==> src/hdl/smx_pkg.sv <==
package smx_pkg;

  typedef enum logic [4:0] {
    OP_NOP   = 5'd0,
    OP_EXIT  = 5'd1,
    OP_JUMP  = 5'd2,
    OP_JIF   = 5'd3,
    OP_NOT   = 5'd4,
    OP_PUSHB = 5'd5,
    OP_PUSHW = 5'd6,
    OP_PUSHD = 5'd7,
    OP_PUSHQ = 5'd8,
    OP_STORE = 5'd9,
    OP_LOAD  = 5'd10,
    OP_POP   = 5'd11,
    OP_DUP   = 5'd12,
    OP_INC   = 5'd13,
    OP_DEC   = 5'd14,
    OP_PUTC  = 5'd15,
    OP_ADD   = 5'd16,
    OP_SUB   = 5'd17,
    OP_MUL   = 5'd18,
    OP_EQ    = 5'd19
  } op_e;

  typedef enum logic [3:0] {
    ST_RUN     = 4'd0,
    ST_EXIT    = 4'd1,
    ST_UNKNOWN = 4'd2,
    ST_OVER    = 4'd3,
    ST_UNDER   = 4'd4,
    ST_TEST    = 4'd5,
    ST_CHAR    = 4'd6,
    ST_ADDR    = 4'd7,
    ST_PAST    = 4'd8
  } status_e;

  localparam int OpWidth   = 5;
  localparam int PcWidth   = 16;
  localparam int WordWidth = 64;
  localparam int LenWidth  = 4;
  localparam int DepthOutW = 10;
  localparam int CharWidth = 8;
  localparam int OpLast    = 19;

  // decoded instruction handed from front to back
  typedef struct packed {
    logic                 known;
    op_e                  op;
    logic [WordWidth-1:0] imm;
    logic [WordWidth-1:0] value;
    logic [LenWidth-1:0]  len;
    logic                 addr_ok;
  } instr_t;

endpackage

==> src/hdl/smx_front.sv <==
module smx_front #(
  parameter int DATA_WORDS = 256
) (
  input  logic                                clk_i,
  input  logic                                rst_ni,
  input  logic                                in_valid_i,
  output logic                                in_stall_o,
  input  logic [smx_pkg::OpWidth-1:0]         operation_i,
  input  logic [smx_pkg::WordWidth-1:0]       immediate_i,
  output logic                                head_valid_o,
  output smx_pkg::instr_t                     head_o,
  input  logic                                pop_i
);

  smx_pkg::instr_t dec;
  smx_pkg::instr_t q_q [2];
  logic            wr_ptr_q, rd_ptr_q;
  logic [1:0]      cnt_q;
  logic            push;

  always_comb begin
    dec         = '0;
    dec.imm     = immediate_i;
    dec.known   = (operation_i <= 5'(smx_pkg::OpLast));
    dec.op      = dec.known ? smx_pkg::op_e'(operation_i) : smx_pkg::OP_NOP;
    dec.addr_ok = (immediate_i < 64'(DATA_WORDS));
    dec.len     = 4'd1;
    dec.value   = immediate_i;
    case (dec.op)
      smx_pkg::OP_PUSHB: begin
        dec.len   = 4'd2;
        dec.value = {56'd0, immediate_i[7:0]};
      end
      smx_pkg::OP_PUSHW: begin
        dec.len   = 4'd3;
        dec.value = {48'd0, immediate_i[15:0]};
      end
      smx_pkg::OP_PUSHD: begin
        dec.len   = 4'd5;
        dec.value = {32'd0, immediate_i[31:0]};
      end
      smx_pkg::OP_PUSHQ: dec.len = 4'd9;
      smx_pkg::OP_STORE, smx_pkg::OP_LOAD: dec.len = 4'd2;
      default: dec.len = 4'd1;
    endcase
  end

  assign in_stall_o   = (cnt_q == 2'd2);
  assign push         = in_valid_i && !in_stall_o;
  assign head_valid_o = (cnt_q != 2'd0);
  assign head_o       = q_q[rd_ptr_q];

  always_ff @(posedge clk_i) begin
    if (push) begin
      q_q[wr_ptr_q] <= dec;
    end
  end

  always_ff @(posedge clk_i or negedge rst_ni) begin
    if (!rst_ni) begin
      wr_ptr_q <= 1'b0;
      rd_ptr_q <= 1'b0;
      cnt_q    <= 2'd0;
    end else begin
      if (push) begin
        wr_ptr_q <= ~wr_ptr_q;
      end
      if (pop_i) begin
        rd_ptr_q <= ~rd_ptr_q;
      end
      cnt_q <= cnt_q + 2'(push) - 2'(pop_i);
    end
  end

endmodule

==> config.mk <==
export PLATFORM = sky130hd
export DESIGN_NAME = smx_front
export DESIGN_NICKNAME = d
export VERILOG_FILES = /design/src/hdl/smx_pkg.sv /design/src/hdl/smx_front.sv
export SDC_FILE = /design/constraint.sdc
export NUM_CORES = 1
export LEC_CHECK = 0
export BUFFER_PORTS_ARGS = -buffer_cell sky130_fd_sc_hd__buf_2
export CORE_MARGIN = 10
export CORE_UTILIZATION = 30
export CTS_BUF_LIST = sky130_fd_sc_hd__clkbuf_4
export CTS_CLUSTER_SIZE = 12
export DETAILED_ROUTE_END_ITERATION = 8
export GPL_TIMING_DRIVEN = 0
export PLACE_DENSITY_LB_ADDON = 0.15
export SYNTH_ARGS = -nofsm -noshare
export SYNTH_HDL_FRONTEND = slang
export SYNTH_SLANG_ARGS = --single-unit
==> constraint.sdc <==
create_clock -name clk_i -period 6.2 [get_ports clk_i]
set_clock_uncertainty 0.1 [all_clocks]
set_input_delay 1.86 -clock clk_i [delete_from_list [all_inputs] [get_ports clk_i]]
set_output_delay 1.86 -clock clk_i [all_outputs]
set_load 0.005 [all_outputs]
==> results.txt, run 1 <==
Status - finished clean
Sw Ratio - 0.2985
Synthesized area - 10,370 um^2
Rows - 68
FF+latch area - 7968 um^2
Largest net degree at the start of global routing - 57
Post-CTS setup buffer count - 0
Crit Path Max Fanout - 10
DR DRC count - 0
Worst R2R Setup Slack - 3.93 ns
Wirelength per Cell - 20.94 um
Leakage - 4.861 nW
Depth of the CTS H-tree - 3
HP Class - reg -> reg
Max-Cap Viols - 0
Global routing usage on met2 - 0.2148
Max clock buf depth - 3
Fillers - 3,329
Flop pwr share - 0.427
Minimum clock period - 4.221 ns
Clock transition at the registers of the reported paths - 0.07 ns
Critical-path cell list - buf_2, buf_6, buf_2, mux2_2, buf_4, buf_2
Primary FF master, synth - edfxtp_1
Multi-input gate area - 2226 um^2
GR Overflow Total - 0
Hold Buf Count CTS - 0
Synth top area share - 0.7583
Synthesis-to-layout area growth - 26.15%
Most frequent cells in the layout - 262 x edfxtp_1, 227 x buf_2, 131 x mux2_2, 107 x clkbuf_4, 35 x nor2b_1
Detailed Route WL - 27,960 um
CTS resizes - 0
Worst reg2reg path depth - 5
GRT Total Usage - 0.1303
Post-synth ARST share - 0.01504
Initial Util - 0.3018
Sw Pwr - 1.777 mW
RR Startpoint - cnt_q[1]
Proportion of layout cells with a drive suffix above 1 - 0.5820
Synth cell types - 28
Cells after Synth - 532
Yosys reg bits - 266
Setup ws final - 1.979 ns
Setup CP Type - reg -> out
Cell mode on critical path - buf_2
Worst setup EP type - primary output
Period Utilization, post-route - 0.6809
Leading cell type in the layout, fill and taps excluded - edfxtp_1
Seq/Total Area, Yosys - 0.7680
Arrival time at the worst endpoint - 2.26 ns
Syn_nets - 607
Die W - 206.0 um
Number of I/O pins - 214
Crit path from - rd_ptr_q
GR Layer Usage met3 - 0.04545
Area contributors post-synth - edfxtp_1 76%, mux2_2 14%, nor2b_1 2.1%, dfrtp_1 0.96%, and2_4 0.93%
Startpoint types - flop
Worst-Margin Slew - 0.7673 ns
TritonCTS clock tree - done
Internal power - 4.176 mW
Post-synth EDFFs - 262
Cts bufs inserted - 74
Synthesized area per cell - 19.50 um^2
Final hold viol count - 0
Max-slew headroom - 0.4872
Clk pwr share - 0.264
Pre-antenna DRT Iters - 4
Largest area contributor in the netlist - edfxtp_1
Die height - 206.0 um
Core ar. - 34,370 um^2
Comb pwr share - 0.308
P per Cell Area - 454.8 nW/um^2
Nets - 902
Met1 usage - 0.1547
Clock Sinks - 266
Routability congestion estimate - 0.7701
Vias in the first global route - 6,686
Max stage delay on crit path - 0.40 ns
FMAX - 0.2369 GHz
Via-to-Cell Ratio - 4.416
Crit path to - head_o[73]
Critical path required time - 4.24 ns
RSZ-0062 raised after global routing - false
Worst-Skew Late Latency - 0.65 ns
First-pass GRT wire length - 41,030 um
Peak VDD IR - 0.0001465 V
Worst r2r dst - q_q[0][37]
Busiest grt layer - met2
Initial antenna violation count - 2
Post-route cell area - 13,090 um^2
Port Buf Inserts - 213
DR iter-0 viols - 188
Syn. warnings - 0
Via count - 5,896
Slowest-stage cell, CP - mux2_2
Final setup fails - 0
Pre-CTS setup slack - 2.464 ns
DP Wirelength - 19,610 um
Max Slew Vio Count - 0
CTS Root Cell - clkbuf_4
Worst hold margin - 0.4384 ns
Final ANT Viol Nets - 0
Placed inst area - 12,150 um^2
Die ar. - 42,420 um^2
stage by stage:
| stage | power [mW] | utilization | TNS, ns | std cells |
|---|---|---|---|---|
| finish | 5.953 | 0.3808 | 0 | 1335 |
| global route | 6.347 | 0.3807 | 0 | 1334 |
| CTS | 6.107 | 0.3806 | 0 | 1333 |
| detailed placement | 4.494 | 0.3535 | 0 | 1206 |
| global placement | 4.483 | 0.3495 | -416.99 | 1200 |
| floorplan | 3.584 | - | 0 | 532 |
worst max-delay path, delay by kind of cell, from the launching register on:
family / cells / cell delay (ns)
buf+inv: 5 / 0.87
mux: 1 / 0.40
flops: 1 / 0.33
cell families (layout without fill, tap and decap cells):
kind of cell,count (synthesis),after routing,synth area share
other cells,0,2,0
mux,131,131,0.1422
xor+xnor,6,6,0.005066
fa+ha+maj,2,2,0.002412
compound gates,3,3,0.002411
buf+inv,29,375,0.01869
simple gates,95,95,0.06126
flops,266,266,0.7680
sequential cells by signal, summed over array words and instances, names as in the netlist:
name      flops
cnt_q         2
wr_ptr_q      1
q_q         262
rd_ptr_q      1
metal layers:
layer | share of wire | wire, um
met1 | 0.42 | 11770
met2 | 0.49 | 13730
met3 | 0.072 | 2010
met4 | 0.015 | 430
met5 | 0.00072 | 20
cell type report:
class	instances	area share
diodes	2	0.0003824
plain buffers	27	0.01424
clock buffers	107	0.06138
clock inverters	20	0.009847
inverters	2	0.0005736
multi-input cells	237	0.1701
flip-flops and latches	266	0.6088
well taps	455	0.04350
repair buffers	219	0.09120
power by group through the flow:
stage          Clock [mW]  Sequential, mW  Combinational, mW
3_5_place_dp            0            2.58               1.91
5_1_grt              1.75            2.58               2.02
2_1_floorplan           0            2.61              0.974
4_1_cts              1.64            2.55               1.92
3_3_place_gp            0            2.66               1.82
6_report             1.57            2.54               1.84
cell usage after synthesis, types with 2 or more instances:
library cell / instances
nor2_1: 2
inv_1: 2
buf_6: 5
edfxtp_1: 262
xor2_1: 3
mux2_2: 131
nand2_1: 4
or2_2: 2
dfrtp_1: 4
and2_4: 11
and2_1: 15
buf_2: 14
buf_4: 8
nor4_1: 15
and3_1: 2
nor2b_1: 35
nand4_1: 3
xnor2_1: 3
ha_1: 2
how the worst min path moves through the flow:
| stage | startpoint | to | slack [ns] | cells past startpoint |
|---|---|---|---|---|
| 5_1_grt | cnt_q[0] | cnt_q[0] | 0.47 | 1 |
| 4_1_cts | cnt_q[0] | cnt_q[0] | 0.44 | 1 |
| 3_5_place_dp | cnt_q[0] | cnt_q[0] | 0.43 | 1 |
| 2_1_floorplan | wr_ptr_q | wr_ptr_q | 0.38 | 1 |
| 3_3_place_gp | wr_ptr_q | wr_ptr_q | 0.40 | 1 |
| 6_report | cnt_q[0] | cnt_q[0] | 0.44 | 1 |
(Power assumes the default switching activity.)
==> run 2, diff against run 1 <==
--- a/config.mk
+++ b/config.mk
@@ -5,6 +5,7 @@
 export SDC_FILE = /design/constraint.sdc
 export NUM_CORES = 1
 export LEC_CHECK = 0
+export ABC_AREA = 1
 export BUFFER_PORTS_ARGS = -buffer_cell sky130_fd_sc_hd__buf_2
 export CORE_MARGIN = 10
 export CORE_UTILIZATION = 30
==> constraint.sdc (replaced) <==
create_clock -name clk_i -period 3.9 [get_ports clk_i]
set_clock_uncertainty 0.1 [all_clocks]
set_input_delay 1.17 -clock clk_i [delete_from_list [all_inputs] [get_ports clk_i]]
set_output_delay 1.17 -clock clk_i [all_outputs]
set_load 0.005 [all_outputs]
==> run 2 against run 1 <==
Register-to-register slack worse by 2.4 ns. Sequential share of layout area shrank 1.7 points. Utilization is 0.81 points higher. Routed wire length down 6.8%. Critical path depth down 1. Die area is 1.5% higher. Clock-buffer cell count is 16 higher. Total power increased by 63%. Via count rose by 3.9%.
==> results.txt, run 2 <==
P per Cell Area - 721.6 nW/um^2 (+59%)
Max FFs per register - 262 (unchanged)
Synth Area in Compound Gates - 0.005341 (+0.002929)
FMAX - 0.2780 GHz
Max-Cap Viols - 0 (unchanged)
DR DRC count - 0 (unchanged)
Post-synth EDFFs - 262 (unchanged)
Cts bufs inserted - 75 (+1.4%)
Crit path to - head_o[70]
Non-Filler Instances - 1,452 (+8.8%)
GR Overflow Total - 0 (unchanged)
Post-synth ARST share - 0.01504 (unchanged)
Syn_nets - 714 (+18%)
Routability congestion estimate - 0.7121 (-7.5%)
Depth of the CTS H-tree - 3 (unchanged)
Synth top cells by count - 262 x edfxtp_1, 131 x mux2_2, 82 x inv_1, 53 x nor2_1, 48 x nand2_1
Hold Buf Count CTS - 0 (unchanged)
GRT Total Usage - 0.1201 (-0.01011)
Detailed Route WL - 26,060 um (-6.8%)
Setup CP Type - reg -> out
Max Slew Vio Count - 0 (unchanged)
Clock transition at the registers of the reported paths - 0.05 ns (-0.02 ns)
Via count - 6,127 (+3.9%)
Multi-input gate area - 2115 um^2 (-5.0%)
Cells after Synth - 639 (+20%)
Clock Sinks - 266 (unchanged)
Via-to-Cell Ratio - 4.220 (-4.5%)
Final ANT Viol Nets - 0 (unchanged)
HP Class - in -> async
Max clock buf depth - 3 (unchanged)
Worst-Margin Slew - 0.8649 ns (+0.09758 ns)
Post-synthesis mux area share - 0.1399 (-0.002261)
Initial antenna violation count - 4 (+2)
Top-count cell post-synth - edfxtp_1
Proportion of layout cells with a drive suffix above 1 - 0.5216 (-0.06040)
Minimum clock period - 3.597 ns
Startpoint types - flop
Worst r2r dst - q_q[1][76]
Post-route cell area - 13,470 um^2 (+2.9%)
Largest family of logic cells by synthesized area - multiplexers
Critical path required time - 2.63 ns (-1.61 ns)
Die ar. - 43,040 um^2 (+1.5%)
Simple-gate area share of the yosys netlist - 0.04818 (-0.01308)
Status - finished clean
Die height - 207.5 um (+0.73%)
CTS resizes - 2 (+2)
Synth cell types - 27 (-3.6%)
Worst-Skew Late Latency - 0.68 ns (+0.03 ns)
Period Utilization, post-route - 0.9223
Vias in the first global route - 6,519 (-2.5%)
Wirelength per Cell - 17.95 um (-14%)
Synthesized area per cell - 16.50 um^2 (-15%)
Pwr Total - 9.716 mW (+63%)
TritonCTS clock tree - done
RR Startpoint - cnt_q[1]
Placed inst area - 12,420 um^2 (+2.2%)
Leakage - 5.436 nW (+12%)
Primary FF master, synth - edfxtp_1
Largest net degree at the start of global routing - 31 (-46%)
Synth top area share - 0.7463 (-0.01206)
Peak VDD IR - 0.0002479 V (+69%)
Crit Path Max Fanout - 10 (unchanged)
Max-slew headroom - 0.4220 (-0.06520)
Synthesis-to-layout area growth - 27.72%
Die W - 207.5 um (+0.73%)
Post-synthesis adder-cell area fraction - 0.002374 (-0.00003836)
Initial Util - 0.3045 (+0.002617)
Most flop-heavy register - q_q
Setup ws final - 0.3029 ns (-1.676 ns)
Area contributors post-synth - edfxtp_1 75%, mux2_2 14%, inv_1 2.9%, nor2_1 1.9%, nand2_1 1.7%
Synthesized area - 10,540 um^2 (+1.6%)
Post-Synth XOR/XNOR Area - 0.003323 (-0.001742)
Arrival time at the worst endpoint - 2.33 ns (+0.07 ns)
DP Wirelength - 17,960 um (-8.4%)
RSZ-0062 raised after global routing - false
CTS Root Cell - clkbuf_4
Leading cell type in the layout, fill and taps excluded - edfxtp_1
Crit path from - rd_ptr_q
FF+latch area - 7968 um^2 (unchanged)
Number of I/O pins - 214 (unchanged)
Core ar. - 34,630 um^2 (+0.74%)
Largest area contributor in the netlist - edfxtp_1
Fillers - 3,358 (+0.87%)
First-pass GRT wire length - 39,590 um (-3.5%)
Rows - 68 (unchanged)
Port Buf Inserts - 213 (unchanged)
Pre-CTS setup slack - 0.5447 ns (-1.919 ns)
Syn. warnings - 0 (unchanged)
Final setup fails - 0 (unchanged)
DR iter-0 viols - 171 (-9.0%)
Yosys reg bits - 266 (unchanged)
Top Registers - q_q x262, cnt_q x2
Most frequent cells in the layout - 262 x edfxtp_1, 228 x buf_2, 131 x mux2_2, 123 x clkbuf_4, 82 x inv_1
Seq/Total Area, Yosys - 0.7558 (-0.01221)
Nets - 1,013 (+12%)
Pre-antenna DRT Iters - 4 (unchanged)
Final hold viol count - 0 (unchanged)
Final core occ - 0.3889 (+0.008106)
Worst reg2reg path depth - 5 (unchanged)
Worst setup EP type - primary output
Post-CTS setup buffer count - 0 (unchanged)
Worst R2R Setup Slack - 1.53 ns (-2.40 ns)
Placed cells - 1,317 (+9.2%)
[run 2: cells by family (layout without fill, tap and decap cells)]
kind of cell,count (synthesis),count (layout)
DFF,266,266
and+or+nand+nor,120,120
buffers and inverters,111,467
muxes,131,131
adders and majority gates,2,2
xor gates and xnor gates,4,4
AOI/OAI and AO/OA,5,5
other,0,2
[run 2: layout make-up]
type | count | area share
buffer | 26 | 0.01199
multi-input combinational | 262 | 0.1570
sequential | 266 | 0.5917
inverter | 84 | 0.02342
timing repair buffer | 223 | 0.09571
clock inverter | 11 | 0.008920
antenna | 2 | 0.0003717
clock buffer | 123 | 0.06857
tap | 455 | 0.04228
[run 2: report_power, final]
group	internal (mW)	switching, mW
Combinational	1.39	1.54
Sequential	3.91	0.129
Clock	1.61	1.14
[run 2: worst min path at each step]
stage,startpoint,endpoint,slack (ns),depth (start not counted)
2_1_floorplan,cnt_q[0],cnt_q[0],0.42,1
6_report,rst_ni,rd_ptr_q,0.18,1
5_1_grt,rst_ni,rd_ptr_q,0.09,1
4_1_cts,rst_ni,rd_ptr_q,0.06,1
3_5_place_dp,cnt_q[0],cnt_q[0],0.45,1
3_3_place_gp,cnt_q[0],cnt_q[0],0.44,1
[run 2: through the flow]
stage               hold slack [ns]  setup TNS, ns
global route                0.09324              0
CTS                         0.06089              0
floorplan                    0.4150              0
finish                       0.1849              0
global placement             0.4445        -420.25
detailed placement           0.4496              0
[run 2: worst max-delay path, stage by stage (launching register included)]
cell     delay [ns]
dfrtp_1        0.49
buf_4          0.26
buf_4          0.26
mux2_2         0.38
buf_4          0.13
buf_2          0.12
[run 2: metal layers]
metal / wire [um] / vias up / track usage
met5: 13 / - / 0
met4: 609 / 2 / 0.05670
met3: 1750 / 49 / 0.04076
met2: 12420 / 184 / 0.1882
met1: 11270 / 2975 / 0.1461
li1: - / 2917 / -
